===== src/hw/rtl/fsnp_pkg.sv =====
// Package for the 8.3 short name packer.
// Holds the shared constants, the sequencer state type and the command and status structs.
`timescale 1ns / 1ps

package fsnp_pkg;

	localparam int BASE_LEN_DEF  = 8;
	localparam int TOTAL_LEN_DEF = 11;
	localparam int CHAR_DEPTH    = 8;
	localparam int CNT_W         = 4;
	localparam int IDX_W         = 4;

	localparam logic [7:0] CH_SPACE   = 8'h20;
	localparam logic [7:0] CH_DOT     = 8'h2E;
	localparam logic [7:0] CH_NUL     = 8'h00;
	localparam logic [7:0] CH_DELETED = 8'hE5;
	localparam logic [7:0] CH_KANJI   = 8'h05;
	localparam logic [7:0] CASE_DIFF  = 8'h20;

	typedef enum logic [1:0] {
		ST_IDLE,
		ST_MERGE,
		ST_EMIT,
		ST_ERR
	} fsnp_state_t;

	typedef struct packed {
		logic       push_base;
		logic [7:0] base_data;
		logic       push_seg;
		logic [7:0] seg_data;
		logic       seg_clear;
		logic       set_dot;
		logic       set_started;
		logic       clear_all;
	} fsnp_cmd_t;

	typedef struct packed {
		logic [CNT_W-1:0] base_count;
		logic [CNT_W-1:0] seg_count;
		logic             dot_seen;
		logic             started;
	} fsnp_stat_t;

endpackage


===== src/hw/rtl/fsnp_store.sv =====
// Character store of the short name packer: name and segment buffers with their counts.
// Depends on fsnp_pkg for the command and status structs.
`timescale 1ns / 1ps

module fsnp_store #(
	parameter int BASE_LEN = fsnp_pkg::BASE_LEN_DEF
) (
	input  logic                 clk,
	input  logic                 arst_n,
	input  fsnp_pkg::fsnp_cmd_t  cmd,
	input  logic [2:0]           base_raddr,
	input  logic [2:0]           seg_raddr,
	output logic [7:0]           base_rdata,
	output logic [7:0]           seg_rdata,
	output fsnp_pkg::fsnp_stat_t stat
);
	import fsnp_pkg::*;

	logic [7:0]       base_q [CHAR_DEPTH];
	logic [7:0]       seg_q  [CHAR_DEPTH];
	logic [CNT_W-1:0] base_count_q;
	logic [CNT_W-1:0] seg_count_q;
	logic             dot_seen_q;
	logic             started_q;
	logic             base_wr;
	logic             seg_wr;

	assign base_wr = cmd.push_base && (base_count_q < CNT_W'(BASE_LEN));
	assign seg_wr  = cmd.push_seg && (seg_count_q < CNT_W'(CHAR_DEPTH));

	always_ff @(posedge clk or negedge arst_n) begin
		if (!arst_n) begin
			base_count_q <= '0;
			seg_count_q  <= '0;
			dot_seen_q   <= 1'b0;
			started_q    <= 1'b0;
		end else if (cmd.clear_all) begin
			base_count_q <= '0;
			seg_count_q  <= '0;
			dot_seen_q   <= 1'b0;
			started_q    <= 1'b0;
		end else begin
			if (base_wr) begin
				base_count_q <= base_count_q + 1'b1;
			end
			if (cmd.seg_clear) begin
				seg_count_q <= '0;
			end else if (seg_wr) begin
				seg_count_q <= seg_count_q + 1'b1;
			end
			if (cmd.set_dot) begin
				dot_seen_q <= 1'b1;
			end
			if (cmd.set_started) begin
				started_q <= 1'b1;
			end
		end
	end

	always_ff @(posedge clk) begin
		if (base_wr) begin
			base_q[base_count_q[2:0]] <= cmd.base_data;
		end
		if (seg_wr) begin
			seg_q[seg_count_q[2:0]] <= cmd.seg_data;
		end
	end

	assign base_rdata      = base_q[base_raddr];
	assign seg_rdata       = seg_q[seg_raddr];
	assign stat.base_count = base_count_q;
	assign stat.seg_count  = seg_count_q;
	assign stat.dot_seen   = dot_seen_q;
	assign stat.started    = started_q;

endmodule


===== src/hw/rtl/fat_short_name_pack.sv =====
// Top level of the 8.3 short name packer: sequencer, result register and assertions.
// Depends on fsnp_pkg and fsnp_store.
`timescale 1ns / 1ps

// A file name enters on the char channel one byte per item, ended by a zero byte.
// Letters are folded to upper case, spaces are dropped, and the last dot that is not
// the first byte splits name from extension. The zero byte makes the block send the
// TOTAL_LEN byte space-padded short name on the name channel, one byte per item with
// its position in byte_index and last set on the final byte. A zero byte with no name
// before it gives a single item with empty_error and last set.
// A dot that closes an earlier segment starts a merge of the dot and the kept segment
// bytes into the name, one byte a cycle through the single store write port. A zero
// byte starts the emission of the result. char_stall is high while a merge, an
// emission or an error item runs. Results go through one output register, so a
// stalled receiver holds the current result and pauses the emission. Reset clears
// the name state and the output valid flag; the next byte starts a name.
module fat_short_name_pack #(
	parameter int BASE_LEN  = fsnp_pkg::BASE_LEN_DEF,
	parameter int TOTAL_LEN = fsnp_pkg::TOTAL_LEN_DEF
) (
	input  logic       clk,
	input  logic       arst_n,
	input  logic       char_valid,
	output logic       char_stall,
	input  logic [7:0] char_byte,
	output logic       name_valid,
	input  logic       name_stall,
	output logic [7:0] out_byte,
	output logic [3:0] byte_index,
	output logic       last,
	output logic       empty_error
);
	import fsnp_pkg::*;

	localparam int NAME_SLOTS = (BASE_LEN < TOTAL_LEN) ? BASE_LEN : TOTAL_LEN;

	fsnp_state_t      state_q;
	fsnp_state_t      state_d;
	fsnp_cmd_t        cmd;
	fsnp_stat_t       stat;
	logic [2:0]       base_raddr;
	logic [2:0]       seg_raddr;
	logic [7:0]       base_rdata;
	logic [7:0]       seg_rdata;
	logic [CNT_W-1:0] merge_q;
	logic [IDX_W-1:0] k_q;
	logic [IDX_W-1:0] ext_idx;
	logic             char_acc;
	logic             out_free;
	logic             out_load;
	logic             emit_done;
	logic             merge_done;
	logic [7:0]       up_char;
	logic [7:0]       emit_byte;
	logic [7:0]       out_byte_d;
	logic             last_d;
	logic             err_d;
	logic             name_valid_q;
	logic [7:0]       out_byte_q;
	logic [3:0]       byte_index_q;
	logic             last_q;
	logic             empty_error_q;

	fsnp_store #(
		.BASE_LEN(BASE_LEN)
	) u_store (
		.clk       (clk),
		.arst_n    (arst_n),
		.cmd       (cmd),
		.base_raddr(base_raddr),
		.seg_raddr (seg_raddr),
		.base_rdata(base_rdata),
		.seg_rdata (seg_rdata),
		.stat      (stat)
	);

	assign char_stall = (state_q != ST_IDLE);
	assign char_acc   = char_valid && !char_stall;
	assign out_free   = !name_valid_q || !name_stall;
	assign emit_done  = (k_q == IDX_W'(TOTAL_LEN - 1));
	assign merge_done = (merge_q == stat.seg_count);
	assign ext_idx    = k_q - IDX_W'(BASE_LEN);

	always_comb begin
		up_char = char_byte;
		if (char_byte inside {[8'h61:8'h7A]}) begin
			up_char = char_byte - CASE_DIFF;
		end
	end

	always_comb begin
		emit_byte = CH_SPACE;
		if (k_q < IDX_W'(NAME_SLOTS)) begin
			if (k_q < stat.base_count) begin
				emit_byte = base_rdata;
			end
		end else if (stat.dot_seen && (ext_idx < stat.seg_count)) begin
			emit_byte = seg_rdata;
		end
		if ((k_q == '0) && (emit_byte == CH_DELETED)) begin
			emit_byte = CH_KANJI;
		end
	end

	always_comb begin
		state_d = state_q;
		case (state_q)
			ST_IDLE: begin
				if (char_acc) begin
					if (char_byte == CH_NUL) begin
						state_d = stat.started ? ST_EMIT : ST_ERR;
					end else if ((char_byte == CH_DOT) && stat.started && stat.dot_seen) begin
						state_d = ST_MERGE;
					end
				end
			end
			ST_MERGE: begin
				if (merge_done) begin
					state_d = ST_IDLE;
				end
			end
			ST_EMIT: begin
				if (out_free && emit_done) begin
					state_d = ST_IDLE;
				end
			end
			ST_ERR: begin
				if (out_free) begin
					state_d = ST_IDLE;
				end
			end
			default: begin
				state_d = ST_IDLE;
			end
		endcase
	end

	always_comb begin
		cmd        = '0;
		base_raddr = k_q[2:0];
		seg_raddr  = ext_idx[2:0];
		out_load   = 1'b0;
		out_byte_d = emit_byte;
		last_d     = emit_done;
		err_d      = 1'b0;
		case (state_q)
			ST_IDLE: begin
				if (char_acc && (char_byte != CH_NUL)) begin
					cmd.set_started = 1'b1;
					if ((char_byte == CH_DOT) && stat.started) begin
						if (!stat.dot_seen) begin
							cmd.seg_clear = 1'b1;
							cmd.set_dot   = 1'b1;
						end
					end else if (char_byte != CH_SPACE) begin
						cmd.push_base = !stat.dot_seen;
						cmd.push_seg  = stat.dot_seen;
					end
				end
				cmd.base_data = up_char;
				cmd.seg_data  = up_char;
			end
			ST_MERGE: begin
				seg_raddr     = 3'(merge_q - 1'b1);
				cmd.push_base = 1'b1;
				cmd.base_data = (merge_q == '0) ? CH_DOT : seg_rdata;
				cmd.seg_clear = merge_done;
			end
			ST_EMIT: begin
				out_load      = out_free;
				cmd.clear_all = out_free && emit_done;
			end
			ST_ERR: begin
				out_load      = out_free;
				out_byte_d    = CH_NUL;
				last_d        = 1'b1;
				err_d         = 1'b1;
				cmd.clear_all = out_free;
			end
			default: begin
				cmd = '0;
			end
		endcase
	end

	always_ff @(posedge clk or negedge arst_n) begin
		if (!arst_n) begin
			state_q      <= ST_IDLE;
			merge_q      <= '0;
			k_q          <= '0;
			name_valid_q <= 1'b0;
		end else begin
			state_q <= state_d;
			if (state_q == ST_MERGE) begin
				merge_q <= merge_q + 1'b1;
			end else begin
				merge_q <= '0;
			end
			if (state_q != ST_EMIT) begin
				k_q <= '0;
			end else if (out_load) begin
				k_q <= k_q + 1'b1;
			end
			if (out_load) begin
				name_valid_q <= 1'b1;
			end else if (!name_stall) begin
				name_valid_q <= 1'b0;
			end
		end
	end

	always_ff @(posedge clk) begin
		if (out_load) begin
			out_byte_q    <= out_byte_d;
			byte_index_q  <= (state_q == ST_ERR) ? '0 : k_q;
			last_q        <= last_d;
			empty_error_q <= err_d;
		end
	end

	assign name_valid  = name_valid_q;
	assign out_byte    = out_byte_q;
	assign byte_index  = byte_index_q;
	assign last        = last_q;
	assign empty_error = empty_error_q;

	a_err_is_last: assert property (@(posedge clk) disable iff (!arst_n)
		name_valid && empty_error |-> last && (byte_index == '0))
		else $error("empty name item is not a single final item");

	a_last_index: assert property (@(posedge clk) disable iff (!arst_n)
		name_valid && last && !empty_error |-> byte_index == IDX_W'(TOTAL_LEN - 1))
		else $error("final name item has the wrong position");

	a_base_bound: assert property (@(posedge clk) disable iff (!arst_n)
		stat.base_count <= CNT_W'(BASE_LEN) && stat.seg_count <= CNT_W'(CHAR_DEPTH))
		else $error("character count beyond buffer capacity");

	a_clear_after_emit: assert property (@(posedge clk) disable iff (!arst_n)
		cmd.clear_all |=> !stat.started && (stat.base_count == '0))
		else $error("name state not cleared after the run");

endmodule


===== config.mk =====
export PLATFORM = sky130hd
export DESIGN_NAME = fat_short_name_pack
export DESIGN_NICKNAME = d
export VERILOG_FILES = /design/src/hw/rtl/fsnp_pkg.sv /design/src/hw/rtl/fsnp_store.sv /design/src/hw/rtl/fat_short_name_pack.sv
export SDC_FILE = /design/constraint.sdc
export NUM_CORES = 1
export LEC_CHECK = 0
export BUFFER_PORTS_ARGS = -buffer_cell sky130_fd_sc_hd__buf_2
export CELL_PAD_IN_SITES_DETAIL_PLACEMENT = 1
export CELL_PAD_IN_SITES_GLOBAL_PLACEMENT = 1
export CORE_ASPECT_RATIO = 1.5
export CORE_MARGIN = 5
export CORE_UTILIZATION = 45
export DETAILED_ROUTE_END_ITERATION = 16
export PLACE_DENSITY_LB_ADDON = 0.3
export SKIP_LAST_GASP = 1
export SLEW_MARGIN = 40
export SYNTH_ARGS = -nofsm -noshare
export SYNTH_HDL_FRONTEND = slang
export SYNTH_HIERARCHICAL = 1
export SYNTH_SLANG_ARGS = --single-unit

===== constraint.sdc =====
create_clock -name clk -period 4.8 [get_ports clk]
set_clock_uncertainty 0.1 [all_clocks]
set_input_delay 0.48 -clock clk [delete_from_list [all_inputs] [get_ports clk]]
set_output_delay 0.48 -clock clk [all_outputs]
set_load 0.01 [all_outputs]

Yosys cells after proc, flatten, opt, wreduce, memory -nomap -nowiden
Memory sizes are Yosys's and may differ from the RTL's.
Index checks and enable logic that the tools add are counted.
W data, S select, Z words.

operators by class
  add/sub/neg operators = 7
  multipliers = 0
  divide/modulo/power cells = 0
  $lt $le $gt $ge = 7
  eq/ne operators = 15
  shift operators = 0
  muxes and demuxes = 49
  bitwise gates (word level) = 0
  reduce and logical (&&, ||, !) cells = 29

operators with widths
  operator               number
  $mux W8                5
  $mux W4                8
  $mux W1                19
  $mux W2                9
  $pmux W9 S2            1
  $add A4 B1 Y4 const B  4
  $lt A4 B4 Y1 const B   3
  $logic_and A1 B1 Y1    10
  $ne A2 B2 Y1 const B   5
  $reduce_bool A2 Y1     5
  $mux W3                3
  $mux W9                1
  $eq A8 B6 Y1 const B   1
  $eq A8 B8 Y1 const B   1
  $ge A8 B7 Y1 const B   1
  $le A8 B7 Y1 const B   1
  $logic_not A4 Y1       2
  $logic_not A8 Y1       1
  $lt A4 B4 Y1           2
  $ne A8 B6 Y1 const B   1
  $pmux W2 S4            1
  $reduce_bool A8 Y1     1
  $sub A8 B6 Y8 const B  1
  $reduce_and A5 Y1      1
  14 further kinds       20

word-level totals
  flip-flop bits (word level) = 35
  bits in latches = 0
  memory bits (writable) = 128
  bits in read-only memories = 0
  bits of input ports = 12
  output and inout port bits = 16
  word-level logic and storage cells = 122
  memories = 2

memories
  memory          words  width  rd ports  clocked after memory_dff  wr ports  RTL line          RTL
  u_store.base_q  8      8      1         0                         1         fsnp_store.sv:19  logic [7:0] base_q [CHAR_DEPTH];
  u_store.seg_q   8      8      1         0                         1         fsnp_store.sv:20  logic [7:0] seg_q [CHAR_DEPTH];

Longest topological paths before layout
Gate-level depths: netlist of run 1.

  word-level depth = 10
  gate-level depth with buffers = 11
  depth with buffers taken out = 9

Hierarchy
The synthesis of run 1 kept the hierarchy.

modules (own cells, without submodules)
  module               times used  cells an instance  area an instance (sq um)  seq. area each (sq um)
  fsnp_store           1           251                5,501.5                   4,093.9
  fat_short_name_pack  1           193                1,762.9                   695.7

Least setup slack after synthesis of run 1
OpenSTA, ideal clock, no wires.

  path type = register to register
  start point = register state_q[1]
  end point = memory u_store.base_q[0][0] (enable)
  library setup time = 0.383 ns
  arrival = 2.215 ns
  data required time = 4.317 ns
  slack = 2.101 ns
  stages on the path, launching flop included = 8
  buffers on the path = 1
  clock period less this slack = 2.699 ns
  cell sequence = dfrtp_1 > buf_6 > nor2_1 > nand3_2 > o31ai_1 > nor2b_1 > nand2b_1 > nor3_1

RTL lines
  item                      RTL line                    RTL
  start: declaration        fat_short_name_pack.sv:37   fsnp_state_t state_q;
  start signal: assignment  fat_short_name_pack.sv:193  state_q <= state_d;
  end: declaration          fsnp_store.sv:19

==> metrics.csv, run 1 <==
metric;value;unit
Final Setup Violations;0;
async set-reset flop share out of synthesis;12.88;%
CTS Root Cell;clkbuf_16;
final setup TNS;0;ns
post-place setup slack;1.183;ns
register share of total power;50.9;%
Die Span Y;165.6;um
final worst path period share;72.78;%
Starting Density;45.27;%
die area;18840;um2
clk_lat worst skew;0.42;ns
Worst Path Max Fanout;16;
hold depth;3;
Syn Inst Count;444;
Pwr Density;405.4;nW/um2
Clk pwr share;39.6;%
Residual DRC;0;
Synth Cell Area;7264;um2
RR Endpoint;u_store/base_q[3][5];
CORE AREA;16050;um2
vias in the first global route;4304;
initial antenna violation count;0;
P&R area growth vs syn;13.06;%
routability cong.;0.7606;
CTS Buffer Depth;2;
library cells used by synthesis;55;
Starting DRT DRC Count;192;
global-route wire length before repair;25470;um
Hold WC Path Type;input port to register;
average size of a mapped cell;16.36;um2
Switch Pwr;0.0008926;W
worst hold start;name_stall;
Nets;506;
commonest non-fill, non-tap cell in the layout;edfxtp_1;
f_max;0.2862;GHz
Wirelength per Cell;23.36;um
worst reg2reg setup slack;1.31;ns
kind of critical path;register to register;
Crit. End Element;register;
via count;3943;
number of I/O pins;28;
Slew headroom;44.94;%
Yosys reg bits;163;
final wirelength;16310;um
Startpoint Class;register;
clock slew at reported path FFs;0.07;ns
Combinational Power Share;9.6;%
post-route ant nets;0;
Worst Hold End;k_q[1];
post-DP HPWL;11460;um
Via density;5.649;
syn nets;471;
GRT Util Overall;18.30;%
ys flop type;edfxtp_1;
RSZ-0062 raised after global routing;no;
most frequent cells in the layout;edfxtp_1, nor2_1, mux4_1, buf_2, inv_1;
# rows;57;
largest net degree at the start of global routing;22;
fillers;1516;
total gr overflow;0;
number of port buffers;27;
Final min period;3.494;ns
CTS tree;yes;
die width;113.7;um
H-tree levels;4;
Max-Cap Viols;0;
number of buffers created by CTS;17;
WP data required;4.82;ns
Worst Reg-to-Reg Cells;7;
Lkg Pwr;2.910;nW
drt pass-1 iters;4;
Max Slew Vio Count;0;
share of layout cells above drive strength 1;22.36;%
VDD IR max;0.0002596;V
register area share after synthesis;65.93;%
Hold Violations, Final;0;
P_int;0.002437;W
Sink Count;163;
worst setup margin;1.306;ns
status;complete, no violations;
sw frac;26.81;%
Post-synth EDFFs;142;
reg-to-reg critical path startpoint;state_q[1];
WP data arrival;3.51;ns
slew of the pin with the lowest slew margin;0.8229;ns
diodes inserted;0;
Warnings, synthesis;6;
## metal layers
metal  part of all wire, %  vias up  global-route usage, %
li1                      -     1797                      -
met1                    39     2067                  21.18
met2                    57       65                  33.65
met3                   2.6       14                  3.540
met4                   1.7        0                  5.649
met5                     0        -                      0
## power groups by stage
| stage | combinational [W] | clock, W | sequential [W] |
|---|---|---|---|
| 2_1_floorplan | 0.000220 | 0 | 0.00169 |
| 3_3_place_gp | 0.000289 | 0 | 0.00171 |
| 3_5_place_dp | 0.000316 | 0 | 0.00173 |
| 4_1_cts | 0.000323 | 0.00135 | 0.00169 |
| 5_1_grt | 0.000351 | 0.00142 | 0.00170 |
| 6_report | 0.000318 | 0.00132 | 0.00169 |
## cell families after synthesis
| group | synth area share, % |
|---|---|
| AO/OA/AOI/OAI | 4.306 |
| flip-flops | 65.93 |
| AND/OR/NAND/NOR | 8.526 |
| adder cells (fa/ha/maj) | 2.584 |
| multiplexers | 14.17 |
| XOR/XNOR | 1.567 |
| buffers and inverters | 2.911 |
## stage by stage
| step | power, W | hold slack [ns] | area, um2 | cells | utilization [%] |
|---|---|---|---|---|---|
| final | 0.003330 | 0.2349 | 8213 | 698 | 51.18 |
| after global routing | 0.003469 | 0.2404 | 8213 | 698 | 51.18 |
| after CTS | 0.003367 | 0.2165 | 8208 | 698 | 51.15 |
| after detailed placement | 0.002042 | 0.3830 | 7616 | 665 | 47.46 |
| after global placement | 0.002003 | 0.3693 | 7580 | 665 | 47.24 |
| after floorplan | 0.001911 | 0.08441 | 7264 | 444 | - |
## area by class of cell
type,instances,area (um2),area share (%)
Multi-Input combinational cell,242,2313,28.17
Clock inverter,15,156.4,1.904
Tap cell,206,257.7,3.138
Inverter,21,78.83,0.9598
Sequential cell,163,4791,58.33
Timing Repair Buffer,34,190.2,2.316
Clock buffer,17,425.4,5.180
## repair_timing
item / 4_1_cts / 5_1_grt
setup buffers: 0 / 0
hold endpoints to repair: 21 / 0
resized for setup: 0 / 0
hold buffers: 1 / 0
## registers in the layout, summed over array words and instances, names as in the netlist, 2 cells and up
register              flops
byte_index                4
k_q                       4
merge_q                   4
out_byte                  8
state_q                   2
u_store/base_count_q      4
u_store/base_q           64
u_store/seg_count_q       4
u_store/seg_q            64
## cell usage after synthesis, drive strengths merged, types with 2 or more instances
| library cell | number | share of area, % |
|---|---|---|
| mux2i | 2 | 0.28 |
| a211oi | 3 | 0.38 |
| or3 | 5 | 0.57 |
| buf | 11 | 1.5 |
| xnor2 | 5 | 0.60 |
| o21ai | 6 | 0.41 |
| o21a | 2 | 0.21 |
| nand2 | 20 | 1.0 |
| o21bai | 3 | 0.31 |
| nand3 | 4 | 0.34 |
| mux2 | 16 | 2.5 |
| nor2b | 2 | 0.17 |
| nor3 | 14 | 1.1 |
| xor2 | 8 | 0.96 |
| dfrtp | 21 | 7.2 |
| inv | 21 | 1.1 |
| a41oi | 2 | 0.24 |
| a22oi | 6 | 0.62 |
| and2 | 7 | 0.62 |
| a21oi | 8 | 0.60 |
| clkbuf | 7 | 0.36 |
| nand2b | 10 | 0.86 |
| mux4 | 32 | 11 |
| nor3b | 3 | 0.31 |
| o211ai | 2 | 0.21 |
| a21o | 4 | 0.41 |
| nor2 | 45 | 2.3 |
| ha | 15 | 2.6 |
| edfxtp | 142 | 59 |
| nand4 | 2 | 0.17 |
| nand3b | 3 | 0.31 |
## worst max-delay path, cell delays in order, from the launching register on
cell and delay [ns]:
dfrtp_1 0.51, nand2b_1 0.45, nor2_1 0.25, a21o_2 0.45, mux4_1 0.66, mux2_2 0.31, o21ai_0 0.23, a21oi_1 0.22
## worst max-delay path by stage
stage	start	end	slack, ns	cells after the start
detailed placement	state_q[1]	u_store/base_q[6][2]	1.18	7
CTS	state_q[1]	u_store/base_q[3][5]	1.02	7
global placement	state_q[1]	out_byte[7]	1.36	7
floorplan	state_q[1]	u_store/base_q[0][0]	2.10	7
global route	state_q[1]	u_store/base_q[2][5]	1.13	7
finish	state_q[1]	u_store/base_q[3][5]	1.31	7
Power figures use the tool's default switching activity.
==> run 2, diff against run 1 <==
==> constraint.sdc (replaced) <==
create_clock -name clk -period 3.1 [get_ports clk]
set_clock_uncertainty 0.1 [all_clocks]
set_input_delay 0.31 -clock clk [delete_from_list [all_inputs] [get_ports clk]]
set_output_delay 0.31 -clock clk [all_outputs]
set_load 0.01 [all_outputs]
==> run 2 against run 1 <==
Against the previous run:
- register-to-register slack got worse by 1.1 ns
- combinational power up 59%
- largest cell class unchanged
- cell area rose by 2.0%
- critical path type unchanged
- final cell count increased by 3.4%
- via count is 2.4% higher
- sequential cell count did not move
- worst hold slack got worse by 0.17 ns
==> metrics.csv, run 2 (same netlist as run 1, synthesis figures left out) <==
metric;value;unit
status;complete, no violations;
Die Span Y;165.6;um
Starting Density;45.27;%
final worst path period share;93.88;%
Slew headroom;46.95;%
Final Core Density;52.19;%
drt pass-1 iters;4;
hold_ws;0.06073;ns
Hold Violations, Final;0;
P&R area growth vs syn;15.29;%
RR Endpoint;out_byte[5];
final wirelength;16530;um
initial antenna violation count;0;
CP max stage cell;mux4_1;
most frequent cells in the layout;edfxtp_1, nor2_1, mux4_1, buf_4, buf_2;
number of I/O pins;28;
Lkg Pwr;3.037;nW
Via density;5.591;
CTS Root Cell;clkbuf_16;
Max Slew Vio Count;0;
Wirelength per Cell;22.90;um
hold depth;3;
Worst Reg-to-Reg Cells;8;
Starting DRT DRC Count;227;
slew of the pin with the lowest slew margin;0.7875;ns
Startpoint Class;register;
Max-Cap Viols;0;
Worst Path Max Fanout;10;
number of buffers created by CTS;17;
final setup TNS;0;ns
Final min period;2.910;ns
Placed Area;7775;um2
clock slew at reported path FFs;0.07;ns
Finished Cell Area;8376;um2
GRT Util Overall;18.49;%
# rows;57;
clk_lat worst skew;0.44;ns
Final Non-Filler Cells;722;
share of layout cells above drive strength 1;23.45;%
number of port buffers;27;
reg-to-reg critical path startpoint;k_q[0];
kind of cell adding the most delay to the critical path;multiplexers;
die area;18840;um2
RSZ-0062 raised after global routing;no;
die width;113.7;um
Buf/Inv on CP;1;
vias in the first global route;4386;
routability cong.;0.8039;
worst reg2reg setup slack;0.19;ns
kind of critical path;register to register;
Pwr Density;616.7;nW/um2
Crit. End Element;register;
post-route ant nets;0;
Critical Path, Cell by Cell;buf_4 > mux4_1 > mux2_2 > nand2_1 > nor3_1 > a211oi_1 > a21oi_1 > a221oi_1;
commonest non-fill, non-tap cell in the layout;edfxtp_1;
worst hold start;name_stall;
Worst Hold End;k_q[1];
CTS Buffer Depth;2;
Nets;530;
WP data required;3.24;ns
diodes inserted;0;
Hold WC Path Type;input port to register;
largest net degree at the start of global routing;22;
number of setup buffers added after CTS;0;
WP data arrival;3.05;ns
via count;4037;
Crit path largest cell delay;0.58;ns
f_max;0.3436;GHz
Residual DRC;0;
Sink Count;163;
post-DP HPWL;11880;um
CTS tree;yes;
total gr overflow;0;
Final Setup Violations;0;
H-tree levels;4;
CORE AREA;16050;um2
global-route wire length before repair;25700;um
VDD IR max;0.0003802;V
number of instances in the placed design;689;
-- run 2: how the worst max path moves through the flow --
stage | start | to | slack [ns] | cells after the start
after CTS | k_q[0] | out_byte[5] | 0.05 | 8
after floorplan | state_q[1] | u_store/base_q[0][0] | 0.40 | 7
final | k_q[0] | out_byte[5] | 0.19 | 8
after global routing | k_q[0] | out_byte[5] | 0.04 | 8
after global placement | k_q[0] | out_byte[5] | 0.14 | 8
after detailed placement | k_q[0] | out_byte[5] | 0.07 | 8
-- run 2: layout make-up --
cell class                 count  area, um2
clock buffer                  17      425.4
fill                        1535       7671
multi-input combinational    242       2266
inverter                      21      78.83
sequential                   163       4791
timing repair buffer          58      395.4
tap                          206      257.7
clock inverter                15      161.4
-- run 2: what timing repair did --
action / 4_1_cts / 5_1_grt
hold buffers: 1 / 0
endpoints found under the hold margin: 21 / 0
resized for setup: 0 / 2
endpoints found under the setup margin: 0 / 17
-- run 2: per-layer routing --
| layer | vias up | share of wire [%] | track usage (%) |
|---|---|---|---|
| li1 | 1839 | - | - |
| met5 | - | 0 | 0 |
| met4 | 0 | 1.4 | 6.119 |
| met2 | 86 | 57 | 33.88 |
| met3 | 20 | 3.3 | 3.285 |
| met1 | 2092 | 38 | 21.52 |
-- run 2: report_power, final --
group	internal (W)	switching, W
logic	0.000210	0.000296
registers	0.00250	0.000114
clock network	0.00108	0.000967
total	0.00379	0.00138
-- run 2: worst min-delay path, cell delays in order --
cell and delay, ns:
buf_2 0.11, nand3_1 0.07, a21oi_1 0.06
-- run 2: through the flow --
step                      worst slack [ns]  total power (W)
after global routing               0.03783         0.005377
after global placement              0.1407         0.003131
after floorplan                     0.4015         0.002959
after detailed placement           0.07147         0.003163
final                               0.1897         0.005165
after CTS                          0.05051         0.005206
==> run 3, diff against run 2 <==
--- a/config.mk
+++ b/config.mk
@@ -6,8 +6,6 @@
 export NUM_CORES = 1
 export LEC_CHECK = 0
 export BUFFER_PORTS_ARGS = -buffer_cell sky130_fd_sc_hd__buf_2
-export CELL_PAD_IN_SITES_DETAIL_PLACEMENT = 1
-export CELL_PAD_IN_SITES_GLOBAL_PLACEMENT = 1
 export CORE_ASPECT_RATIO = 1.5
 export CORE_MARGIN = 5
 export CORE_UTILIZATION = 45
==> run 3 against run 2 <==
Against the previous run:
- sequential power is essentially flat
- setup slack lost 0.0012 ns
- sequential cell count is the same
- sequential share of layout area is essentially flat
- worst hold slack lost 0.0012 ns
- maximum frequency is essentially flat
- critical endpoint is now out_byte[7]
- count of clock-buffer cells in the layout is the same
- non-clock buffer count shrank 5
- cell area is essentially flat
==> metrics.csv, run 3 (same netlist as run 1, synthesis figures left out) <==
metric;value;unit
global-route wire length before repair;23600;um
Max Slew Vio Count;0;
WL met2;8343;um
RSZ-0062 raised after global routing;no;
number of setup buffers added after CTS;0;
H-tree levels;4;
status;complete, no violations;
VDD IR max;0.0004099;V
Switch Pwr;0.001392;W
via count;3956;
kind of critical path;register to register;
Residual DRC;0;
routability cong.;0.8535;
GRT Util Overall;16.76;%
P_int;0.003825;W
Startpoint Class;register;
Final min period;2.912;ns
diodes inserted;0;
Slew headroom;45.68;%
top sig layer;met4;
post-route ant nets;0;
Max-Cap Viols;0;
met3 WL;532;um
Die Span Y;165.6;um
share of layout cells above drive strength 1;23.48;%
final worst path period share;93.92;%
clk_lat worst skew;0.43;ns
largest net degree at the start of global routing;22;
Combinational Power Share;9.9;%
WP data required;3.16;ns
Final Non-Filler Cells;717;
register share of total power;49.5;%
total gr overflow;0;
M1 WL;5748;um
vias in the first global route;4165;
CTS Root Cell;clkbuf_16;
Via density;5.517;
Clk pwr share;40.6;%
f_max;0.3435;GHz
CORE AREA;16050;um2
commonest non-fill, non-tap cell in the layout;edfxtp_1;
worst reg2reg setup slack;0.19;ns
Final Setup Violations;0;
drt pass-1 iters;7;
number of port buffers;27;
Sink Count;163;
# rows;57;
die width;113.7;um
Starting Density;45.27;%
CTS Buffer Depth;2;
number of instances in the placed design;684;
Wirelength per Cell;20.86;um
Lkg Pwr;3.021;nW
CTS tree;yes;
sw frac;26.68;%
Hold WC Path Type;input port to register;
Nets;525;
number of buffers created by CTS;17;
P&R area growth vs syn;15.26;%
final wirelength;14960;um
slew of the pin with the lowest slew margin;0.8118;ns
Hold Violations, Final;0;
post-DP HPWL;10780;um
WP data arrival;2.97;ns
Pwr Density;623.1;nW/um2
clock slew at reported path FFs;0.07;ns
Worst Path Max Fanout;15;
initial antenna violation count;0;
most frequent cells in the layout;edfxtp_1, nor2_1, mux4_1, buf_2, buf_4;
die area;18840;um2
Crit. End Element;register;
number of I/O pins;28;
Starting DRT DRC Count;180;
final setup TNS;0;ns
run 3: cell count changes in the layout (fill, tap and decap cells not counted), sizes merged:
| cell | change |
|---|---|
| buf | -5 |
| clkinv | +1 |
| inv | -1 |
run 3: routing by layer:
layer / vias up / global-route usage (%)
met2: 88 / 30.06
met1: 2007 / 19.69
li1: 1837 / -
met4: 0 / 6.538
met5: - / 0
met3: 24 / 2.956
run 3: power groups by stage:
stage	sequential (W)	combinational, W	clock, W
after floorplan	0.00262	0.000341	0
final	0.00258	0.000518	0.00212
after CTS	0.00258	0.000521	0.00215
after global placement	0.00262	0.000498	0
after detailed placement	0.00263	0.000517	0
after global routing	0.00259	0.000574	0.00225
run 3: metrics by stage:
step           power, W  worst slack (ns)  hold WS (ns)  instance area, um2  util, %
2_1_floorplan  0.002959            0.4015      -0.08559                7264        -
3_3_place_gp   0.003122           0.02952        0.1925                7725    48.14
3_5_place_dp   0.003148           0.04788        0.1973                7725    48.14
4_1_cts        0.005257          0.001501       0.04648                8362    52.11
5_1_grt        0.005422          0.005427       0.07292                8373    52.18
6_report       0.005217            0.1885       0.05957                8373    52.18
run 3: worst paths after layout:
kind,start,end,cells past startpoint
min in group asynchronous,arst_n,merge_q[1],2
min reg2reg,u_store/started_q,u_store/started_q,2
max reg2reg,k_q[0],out_byte[7],7
min,name_stall,k_q[1],3
max,k_q[0],out_byte[7],7
max in group asynchronous,arst_n,k_q[0],2
run 3: critical path, cell delays in order (launching register included):
cell and delay [ns]:
dfrtp_2 0.49, buf_4 0.32, mux4_1 0.60, mux2_2 0.31, nor3_1 0.28, a211oi_1 0.13, a21oi_1 0.29, nor2_1 0.12
run 3: area by class of cell:
cell class	count	area [um2]
flip-flops and latches	163	4791
well taps	206	257.7
clock inverters	15	201.4
inverters	21	78.83
fillers	1281	7674
multi-input cells	242	2273
repair buffers	53	345.3
clock buffers	17	425.4
run 3: timing repair:
action | in CTS | in global routing
hold endpoints to repair | 21 | 0
hold buffers | 1 | 0
resized for setup | 0 | 2
setup endpoints to repair | 0 | 9
